## src/design/cco_pkg.sv

```systemverilog
// ----------------------------------------------------------------------------
// Chua oscillator package
// Shared widths, constants, codes, the controller/datapath interface structs
// and the saturating arithmetic helpers.
// ----------------------------------------------------------------------------
package cco_pkg;

  // Widths of the state, the configuration and the result fields.
  localparam int STATE_W = 40;
  localparam int MAX_SUB = 64;
  localparam int SUB_W   = $clog2(MAX_SUB + 1);
  localparam int RATE_W  = 21;
  localparam int COEF_W  = 32;
  localparam int CFG_W   = 32;
  localparam int ADDR_W  = 3;
  localparam int OUT_W   = 18;

  // Sequential divider operand widths.
  localparam int NUM_W = 50;
  localparam int DEN_W = 30;

  // Fixed-point constants (state is Q.32).
  localparam logic signed [63:0] MAX64   = 64'sh7FFF_FFFF_FFFF_FFFF;
  localparam logic signed [63:0] MIN64   = 64'sh8000_0000_0000_0000;
  localparam logic signed [63:0] ST_MAX  = (64'sd1 <<< (STATE_W - 1)) - 64'sd1;
  localparam logic signed [63:0] ST_MIN  = -ST_MAX - 64'sd1;
  localparam logic signed [63:0] X_INIT  = 64'sd429496730;
  localparam logic signed [63:0] ONE_Q32 = 64'sd4294967296;
  localparam logic signed [63:0] LIM_Q32 = 64'sd85899345920;
  localparam logic [16:0]        OUT_ONE = 17'd65536;
  // z output divides by 7: cap the operand at 7 * 65536, then multiply by
  // ceil(2^22 / 7) and shift right by 22, which is exact over that range.
  localparam logic [18:0]        Z_CAP   = 19'd458752;
  localparam logic [19:0]        RECIP7  = 20'd599187;
  localparam logic [10:0]        N_SCALE = 11'd1500;

  // Configuration register indexes.
  typedef enum logic [ADDR_W-1:0] {
    CFG_ALPHA = 3'd0,
    CFG_BETA  = 3'd1,
    CFG_M0    = 3'd2,
    CFG_M1    = 3'd3,
    CFG_SPEED = 3'd4,
    CFG_RATE  = 3'd5
  } cfg_idx_t;

  // Multiplications of one Euler substep, in issue order.
  typedef enum logic [2:0] {
    OP_FO = 3'd0,
    OP_FD = 3'd1,
    OP_DX = 3'd2,
    OP_DZ = 3'd3,
    OP_UX = 3'd4,
    OP_UY = 3'd5,
    OP_UZ = 3'd6
  } op_sel_t;

  typedef struct packed {
    logic signed [COEF_W-1:0] alpha;
    logic signed [COEF_W-1:0] beta;
    logic signed [COEF_W-1:0] m0;
    logic signed [COEF_W-1:0] m1;
    logic [COEF_W-1:0]        speed;
    logic [RATE_W-1:0]        rate;
  } cfg_t;

  // Controller to datapath commands.
  typedef struct packed {
    logic    accept;
    logic    set_n;
    logic    h_go;
    logic    set_h;
    logic    mul_go;
    logic    mul_take;
    logic    step;
    logic    clamp;
    logic    emit;
    op_sel_t sel;
  } cmd_t;

  // Datapath to controller status.
  typedef struct packed {
    logic div_done;
    logic mul_done;
    logic last_step;
    logic out_free;
  } stat_t;

  function automatic logic signed [63:0] sat_add(input logic signed [63:0] a,
                                                 input logic signed [63:0] b);
    logic signed [64:0] s;
    s = {a[63], a} + {b[63], b};
    if (s[64] != s[63]) sat_add = s[64] ? MIN64 : MAX64;
    else sat_add = s[63:0];
  endfunction

  function automatic logic signed [63:0] sat_neg(input logic signed [63:0] a);
    sat_neg = (a == MIN64) ? MAX64 : -a;
  endfunction

  function automatic logic signed [63:0] clamp64(input logic signed [63:0] v,
                                                 input logic signed [63:0] lo,
                                                 input logic signed [63:0] hi);
    clamp64 = (v < lo) ? lo : ((v > hi) ? hi : v);
  endfunction

  function automatic logic signed [STATE_W-1:0] sat_state(input logic signed [63:0] v);
    logic signed [63:0] c;
    c = clamp64(v, ST_MIN, ST_MAX);
    sat_state = c[STATE_W-1:0];
  endfunction

endpackage

```

## src/design/cco_ctrl.sv

```systemverilog
// ----------------------------------------------------------------------------
// Chua oscillator controller
// Sequences the substep count and length divisions, the seven
// multiplications of each Euler substep, the final clamp and the result.
// ----------------------------------------------------------------------------
module cco_ctrl (
  input  logic           clk,
  input  logic           rst_n,
  input  logic           in_valid,
  output logic           in_ready,
  input  cco_pkg::stat_t stat,
  output cco_pkg::cmd_t  cmd
);
  import cco_pkg::*;

  typedef enum logic [8:0] {
    S_IDLE  = 9'b000000001,
    S_DIVN  = 9'b000000010,
    S_HGO   = 9'b000000100,
    S_DIVH  = 9'b000001000,
    S_MGO   = 9'b000010000,
    S_MWAIT = 9'b000100000,
    S_STEP  = 9'b001000000,
    S_CLAMP = 9'b010000000,
    S_EMIT  = 9'b100000000
  } state_t;

  state_t  state_r, state_nxt;
  op_sel_t sel_r, sel_nxt;

  always_ff @(posedge clk) begin
    if (!rst_n) begin
      state_r <= S_IDLE;
      sel_r   <= OP_FO;
    end else begin
      state_r <= state_nxt;
      sel_r   <= sel_nxt;
    end
  end

  // Next state and commands.
  always_comb begin
    cmd       = '0;
    cmd.sel   = sel_r;
    state_nxt = state_r;
    sel_nxt   = sel_r;
    in_ready  = (state_r == S_IDLE);
    unique case (state_r)
      S_IDLE: begin
        if (in_valid) begin
          cmd.accept = 1'b1;
          state_nxt  = S_DIVN;
        end
      end
      S_DIVN: begin
        if (stat.div_done) begin
          cmd.set_n = 1'b1;
          state_nxt = S_HGO;
        end
      end
      S_HGO: begin
        cmd.h_go  = 1'b1;
        state_nxt = S_DIVH;
      end
      S_DIVH: begin
        if (stat.div_done) begin
          cmd.set_h = 1'b1;
          sel_nxt   = OP_FO;
          state_nxt = S_MGO;
        end
      end
      S_MGO: begin
        cmd.mul_go = 1'b1;
        state_nxt  = S_MWAIT;
      end
      S_MWAIT: begin
        if (stat.mul_done) begin
          cmd.mul_take = 1'b1;
          if (sel_r == OP_UZ) begin
            state_nxt = S_STEP;
          end else begin
            sel_nxt   = op_sel_t'(sel_r + 3'd1);
            state_nxt = S_MGO;
          end
        end
      end
      S_STEP: begin
        cmd.step = 1'b1;
        sel_nxt  = OP_FO;
        state_nxt = stat.last_step ? S_CLAMP : S_MGO;
      end
      S_CLAMP: begin
        cmd.clamp = 1'b1;
        state_nxt = S_EMIT;
      end
      S_EMIT: begin
        if (stat.out_free) begin
          cmd.emit  = 1'b1;
          state_nxt = S_IDLE;
        end
      end
      default: state_nxt = S_IDLE;
    endcase
  end

endmodule

```

## config.mk

```make
export PLATFORM = sky130hd
export DESIGN_NAME = cco_ctrl
export DESIGN_NICKNAME = d
export VERILOG_FILES = /design/src/design/cco_pkg.sv /design/src/design/cco_ctrl.sv
export SDC_FILE = /design/constraint.sdc
export NUM_CORES = 1
export LEC_CHECK = 0
export BUFFER_PORTS_ARGS = -buffer_cell sky130_fd_sc_hd__buf_4
export CAP_MARGIN = 15
export CELL_PAD_IN_SITES_DETAIL_PLACEMENT = 1
export CELL_PAD_IN_SITES_GLOBAL_PLACEMENT = 1
export CORE_UTILIZATION = 33
export DETAILED_ROUTE_END_ITERATION = 16
export PLACE_DENSITY = 0.82
export SYNTH_ARGS = -nofsm -noshare
export SYNTH_HDL_FRONTEND = slang
export SYNTH_SLANG_ARGS = --single-unit
export TNS_END_PERCENT = 10
```

## constraint.sdc

```tcl
create_clock -name clk -period 1.8 [get_ports clk]
set_clock_uncertainty 0.1 [all_clocks]
set_input_delay 0.36 -clock clk [delete_from_list [all_inputs] [get_ports clk]]
set_output_delay 0.36 -clock clk [all_outputs]
set_load 0.005 [all_outputs]
```

=== Yosys cells after proc, flatten, opt, wreduce, memory -nomap -nowiden ===
Cells that the tools add are included.

* Word-level logic and storage cells: 47
* Output and inout port bits: 13
* Bits in registers: 12
* Bits of input ports: 7

* Muxes and demuxes: 25
* Add/subtract/negate cells: 1
* Eq/ne operators: 16
* Reductions and logical operators: 3

{| class="wikitable"
|+ Operators by type and width
! operator !! count
|-
| $pmux W9 S9 || 1
|-
| $mux W9 || 5
|-
| $mux W1 || 13
|-
| $ne A2 B2 Y1 const B || 6
|-
| $eq A9 B1 Y1 const B || 1
|-
| $eq A9 B2 Y1 const B || 1
|-
| $eq A9 B3 Y1 const B || 1
|-
| $eq A9 B4 Y1 const B || 1
|-
| $eq A9 B5 Y1 const B || 1
|-
| $eq A9 B6 Y1 const B || 1
|-
| $eq A9 B7 Y1 const B || 1
|-
| $eq A9 B8 Y1 const B || 1
|-
| $eq A9 B9 Y1 const B || 1
|-
| $mux W3 || 3
|-
| $pmux W3 S3 || 1
|-
| $mux W8 || 1
|-
| $mux W7 || 1
|-
| $reduce_and A5 Y1 || 1
|-
| $reduce_and A4 Y1 || 1
|-
| $add A3 B1 Y3 const B || 1
|-
| $eq A3 B3 Y1 const B || 1
|-
| $reduce_bool A3 Y1 || 1
|}

=== Logic depth before layout (Yosys ltp) ===
* Depth after elaboration: 4
* Mapped depth: 6

=== Worst setup path after synthesis ===
No wires, ideal clock.

* Path kind: register -> register
* Start point: reg state_r[1]
* End point: reg state_r[1]
* Buffers on the path: 1
* Cell stages (with the launch flop): 7
* Arrival: 1.764 ns
* Required time: 1.585 ns
* Clock period less this slack: 1.979 ns
* Setup slack: -0.179 ns
* Cells stage by stage: dfxtp_1 > buf_6 > or4_4 > or4_4 > nand4b_2 > mux2i_1 > nor2_1

* Longest elaborated chain between the ends: 3
* Elaborated cells between the ends (all ways): 16

{| class="wikitable"
|+ RTL lines
! item !! line !! RTL
|-
| start: declaration || cco_ctrl.sv:28 || <nowiki>state_t state_r, state_nxt;</nowiki>
|-
| start signal: assignment || cco_ctrl.sv:36 || <nowiki>state_r <= state_nxt;</nowiki>
|-
| $eq A9 B2 Y1 (tied with other cells) || cco_ctrl.sv:48 || <nowiki>unique case (state_r)</nowiki>
|-
| $ne A2 B2 Y1 (no source line) || n/a ||
|-
| $reduce_and A5 Y1 (no source line) || n/a ||
|}

Parallel ways exist; a longest one is shown, timed or not.
A chain may end at the register's enable or synchronous reset.

==> flow_summary_export.csv <==
group,metric,value,unit
sta,hold_viol,0,
finish,area_growth,61.4,%
detailed_routing,vias_per_cell,5.38,
sta,slew_violations,0,
setup_path,cp.required,1.34,ns
clock_network,cts_hold_buffers,0,
floorplan,chipWidth,50.6,µm
floorplan,start_util,35.2,%
synthesis,synth_area_leaders,"dfxtp_1 31%, nor2_1 5.3%, nand2_1 3.4%",
detailed_routing,finalWirelength,2860,µm
clock_network,cts_tree,"built",
setup_path,crit_slowest_cell,"or4_4",
pwr,p_clk_share,16.9,%
floorplan,die_h,50.6,µm
synthesis,synth_seq_cells,12,
setup_path,arrival,1.82,ns
clock_network,htreeDepth,1,
setup_path,rr_startpoint,"state_r[0]",
synthesis,synth_top_cell_area_share,30.9,%
place,routabilityCongestion,0.784,
floorplan,design.die.area,0.00256,mm²
clock_network,numCtsBuffers,3,
sta,min_period,2.28,ns
synthesis,yosys_warnings,0,
sta,rsz0062_at_grt,"yes",
grt,grt_pass1_vias,975,
setup_path,cp_num_buf_inv,1,
setup_path,crit_path_max_incr_delay,0.56,ns
finish,stdcell_count,168,
pwr,combPwrFrac,53.9,%
setup_path,critPathCaptureType,"output pin",
synthesis,synth_cell_type_count,42,
pwr,p_leak,0.000547,µW
floorplan,rows,17,
run_status,violations,"negative setup slack",
sta,post-route-period-util,127,%
grt,grt_overflow,0,
setup_path,worstSetupPathType,"register to output pin",
grt,grt_antenna_before_repair,0,
floorplan,io_pins,20,
setup_path,cp_max_fo,4,
setup_path,start_kind,"register",
place,dpl.cell_count,162,
detailed_routing,num_vias,904,
place,hpwl,1950,µm
setup_path,cp_top_family,"simple AND/OR/NAND/NOR gates",
pwr,p_sw,373,µW
hold_path,holdCritStartpoint,"rst_n",
clock_network,cts.path.max_buffers,2,
pwr,powerDensity,825,mW/mm²
finish,nFillCells,284,
synthesis,synthesis.area,778,µm²
finish,nNetsFinal,151,
setup_path,path_cells,"or4_4 -> or2_4 -> nor4b_4 -> buf_4",
synthesis,seq_area_frac_synth,30.9,%
synthesis,syn_nets,103,
floorplan,core_area,0.00221,mm²
setup_path,cp-startpoint,"state_r[0]",
pwr,switching_share,36.0,%
pwr,power.total,1040,µW
sta,finalSetupTns,-3.95,ns
clock_network,clkLatencyLatePin,0.29,ns
detailed_routing,wire_per_inst,17.0,µm
place,dp_slack,-0.265,ns
sta,setup_violations,19,
synthesis,synth.largest_area_cell,"dfxtp_1",
place,numPortBuffers,19,
sta,fin_ws,-0.480,ns
pwr,peakVddDrop,450,µV
synthesis,synth.avg_cell_area,8.28,µm²
detailed_routing,route.detailed.drc,0,
sta,maxSlewHeadroom,78.9,%
finish,design_area,0.00126,mm²
finish,antenna_cells,0,
sta,worst_slew_pin_slew,0.317,ns
detailed_routing,drtPass1Iterations,4,
grt,grt_pass1_wl,4400,µm
grt,grt.total_usage,23.8,%
pwr,internal_power,663,µW
detailed_routing,dr.first_iter.drc_count,22,
place,place_area,0.00111,mm²
clock_network,clock-root-buffer,"clkbuf_4",
clock_network,clock-sinks,12,
sta,fmax,439,MHz
hold_path,hold_path_class,"input pin to register",
synthesis,postSynthCellCount,94,
clock_network,path_clk_slew,0.07,ns
detailed_routing,antenna_left,0,
run,maxCapViolCount,0,
pwr,pwr-share-seq,29.2,%
run_status,status,"finished, violations left",
grt,grt_max_degree,10,
finish,drive_above_1_share,51.4,%
-- final timing paths --
check	end	slack, ns	cells past startpoint
setup reg to reg	sel_r[1]	-0.32	6
setup / recovery	cmd[4]	-0.48	4
hold / removal	state_r[0]	0.22	2
hold reg to reg	sel_r[1]	0.42	2
-- cells in the final DEF (no fill, tap or decap), drive strengths merged, types with 2 or more instances in the layout --
cell	count
a21oi	2
and2	2
and3	3
and3b	2
buf	45
clkbuf	3
dfxtp	12
ha	2
inv	6
nand2	7
nand2b	2
nand3	3
nand4	2
nor2	11
nor2b	2
nor3	4
nor3b	2
nor4	2
nor4b	3
o21ai	2
o22ai	2
or2	3
or4	2
xnor2	2
-- registers in the layout, indices dropped and copies added (netlist names) --
name     count
state_r      9
sel_r        3
-- layer usage --
metal | GRT usage (%) | vias to the layer above | routed length (µm)
met5 | 0 | - | 0
met4 | 10.2 | 0 | 67
met3 | 3.94 | 6 | 109
met2 | 45.6 | 21 | 1560
met1 | 25.1 | 441 | 1120
li1 | - | 436 | -
-- synthesized netlist by cell type (all sizes together) --
cell type / count
o22ai: 2
a21o: 1
o2111ai: 1
inv: 6
nor4b: 3
ha: 2
nor4: 2
nand2b: 2
nor2: 11
nand2: 7
a21oi: 2
o311ai: 1
and4: 1
xnor2: 2
or2: 3
mux2i: 1
o31a: 1
xor2: 1
buf: 2
nand4: 2
or4: 2
dfxtp: 12
and2: 2
nand4b: 1
o21ai: 2
and3: 3
a211oi: 1
a22oi: 1
o211ai: 1
nand3: 3
nor3: 4
and3b: 2
o221ai: 1
nand3b: 1
nor2b: 2
nor3b: 2
or3b: 1
-- final cells by class --
type	count	area [µm²]	share of cell area, %
Multi-Input combinational cell	74	587	46.7
Tap cell	28	35.0	2.79
Clock buffer	3	22.5	1.79
Sequential cell	12	244	19.4
Inverter	6	22.5	1.79
Timing Repair Buffer	45	345	27.5
-- cell families after synthesis --
family,Yosys count,synth area share (%)
DFF,12,30.9
AOI/OAI and AO/OA,14,13.2
buffers and inverters,8,4.98
adders and majority gates,2,3.21
and+or+nand+nor,54,43.1
muxes,1,1.29
xor gates and xnor gates,3,3.38
-- power groups by stage --
stage          sequential, µW  combinational, µW  clock (µW)
2_1_floorplan             315                255           0
3_3_place_gp              307                437           0
3_5_place_dp              308                460           0
4_1_cts                   303                544         173
5_1_grt                   304                601         188
6_report                  303                559         175
-- metrics by stage --
| stage | hold WS, ns | utilization, % |
|---|---|---|
| after global placement | 0.391 | 50.3 |
| after CTS | 0.227 | 56.4 |
| after floorplan | 0.339 | - |
| after detailed placement | 0.411 | 50.3 |
| after global routing | 0.224 | 56.8 |
| final | 0.223 | 56.8 |
-- worst register-to-register path, stage by stage (launching register included) --
cell	delay [ns]
dfxtp_1	0.31
or4_4	0.56
or2_4	0.27
buf_4	0.14
o31a_1	0.28
a211oi_2	0.23
o22ai_1	0.10
-- repair_timing --
action | in CTS | in global routing
resized for setup | 23 | 1
setup endpoints to repair | 18 | 19
pin swaps | 9 | 1
buffers inserted | 2 | 1
Power figures use the tool's default switching activity.
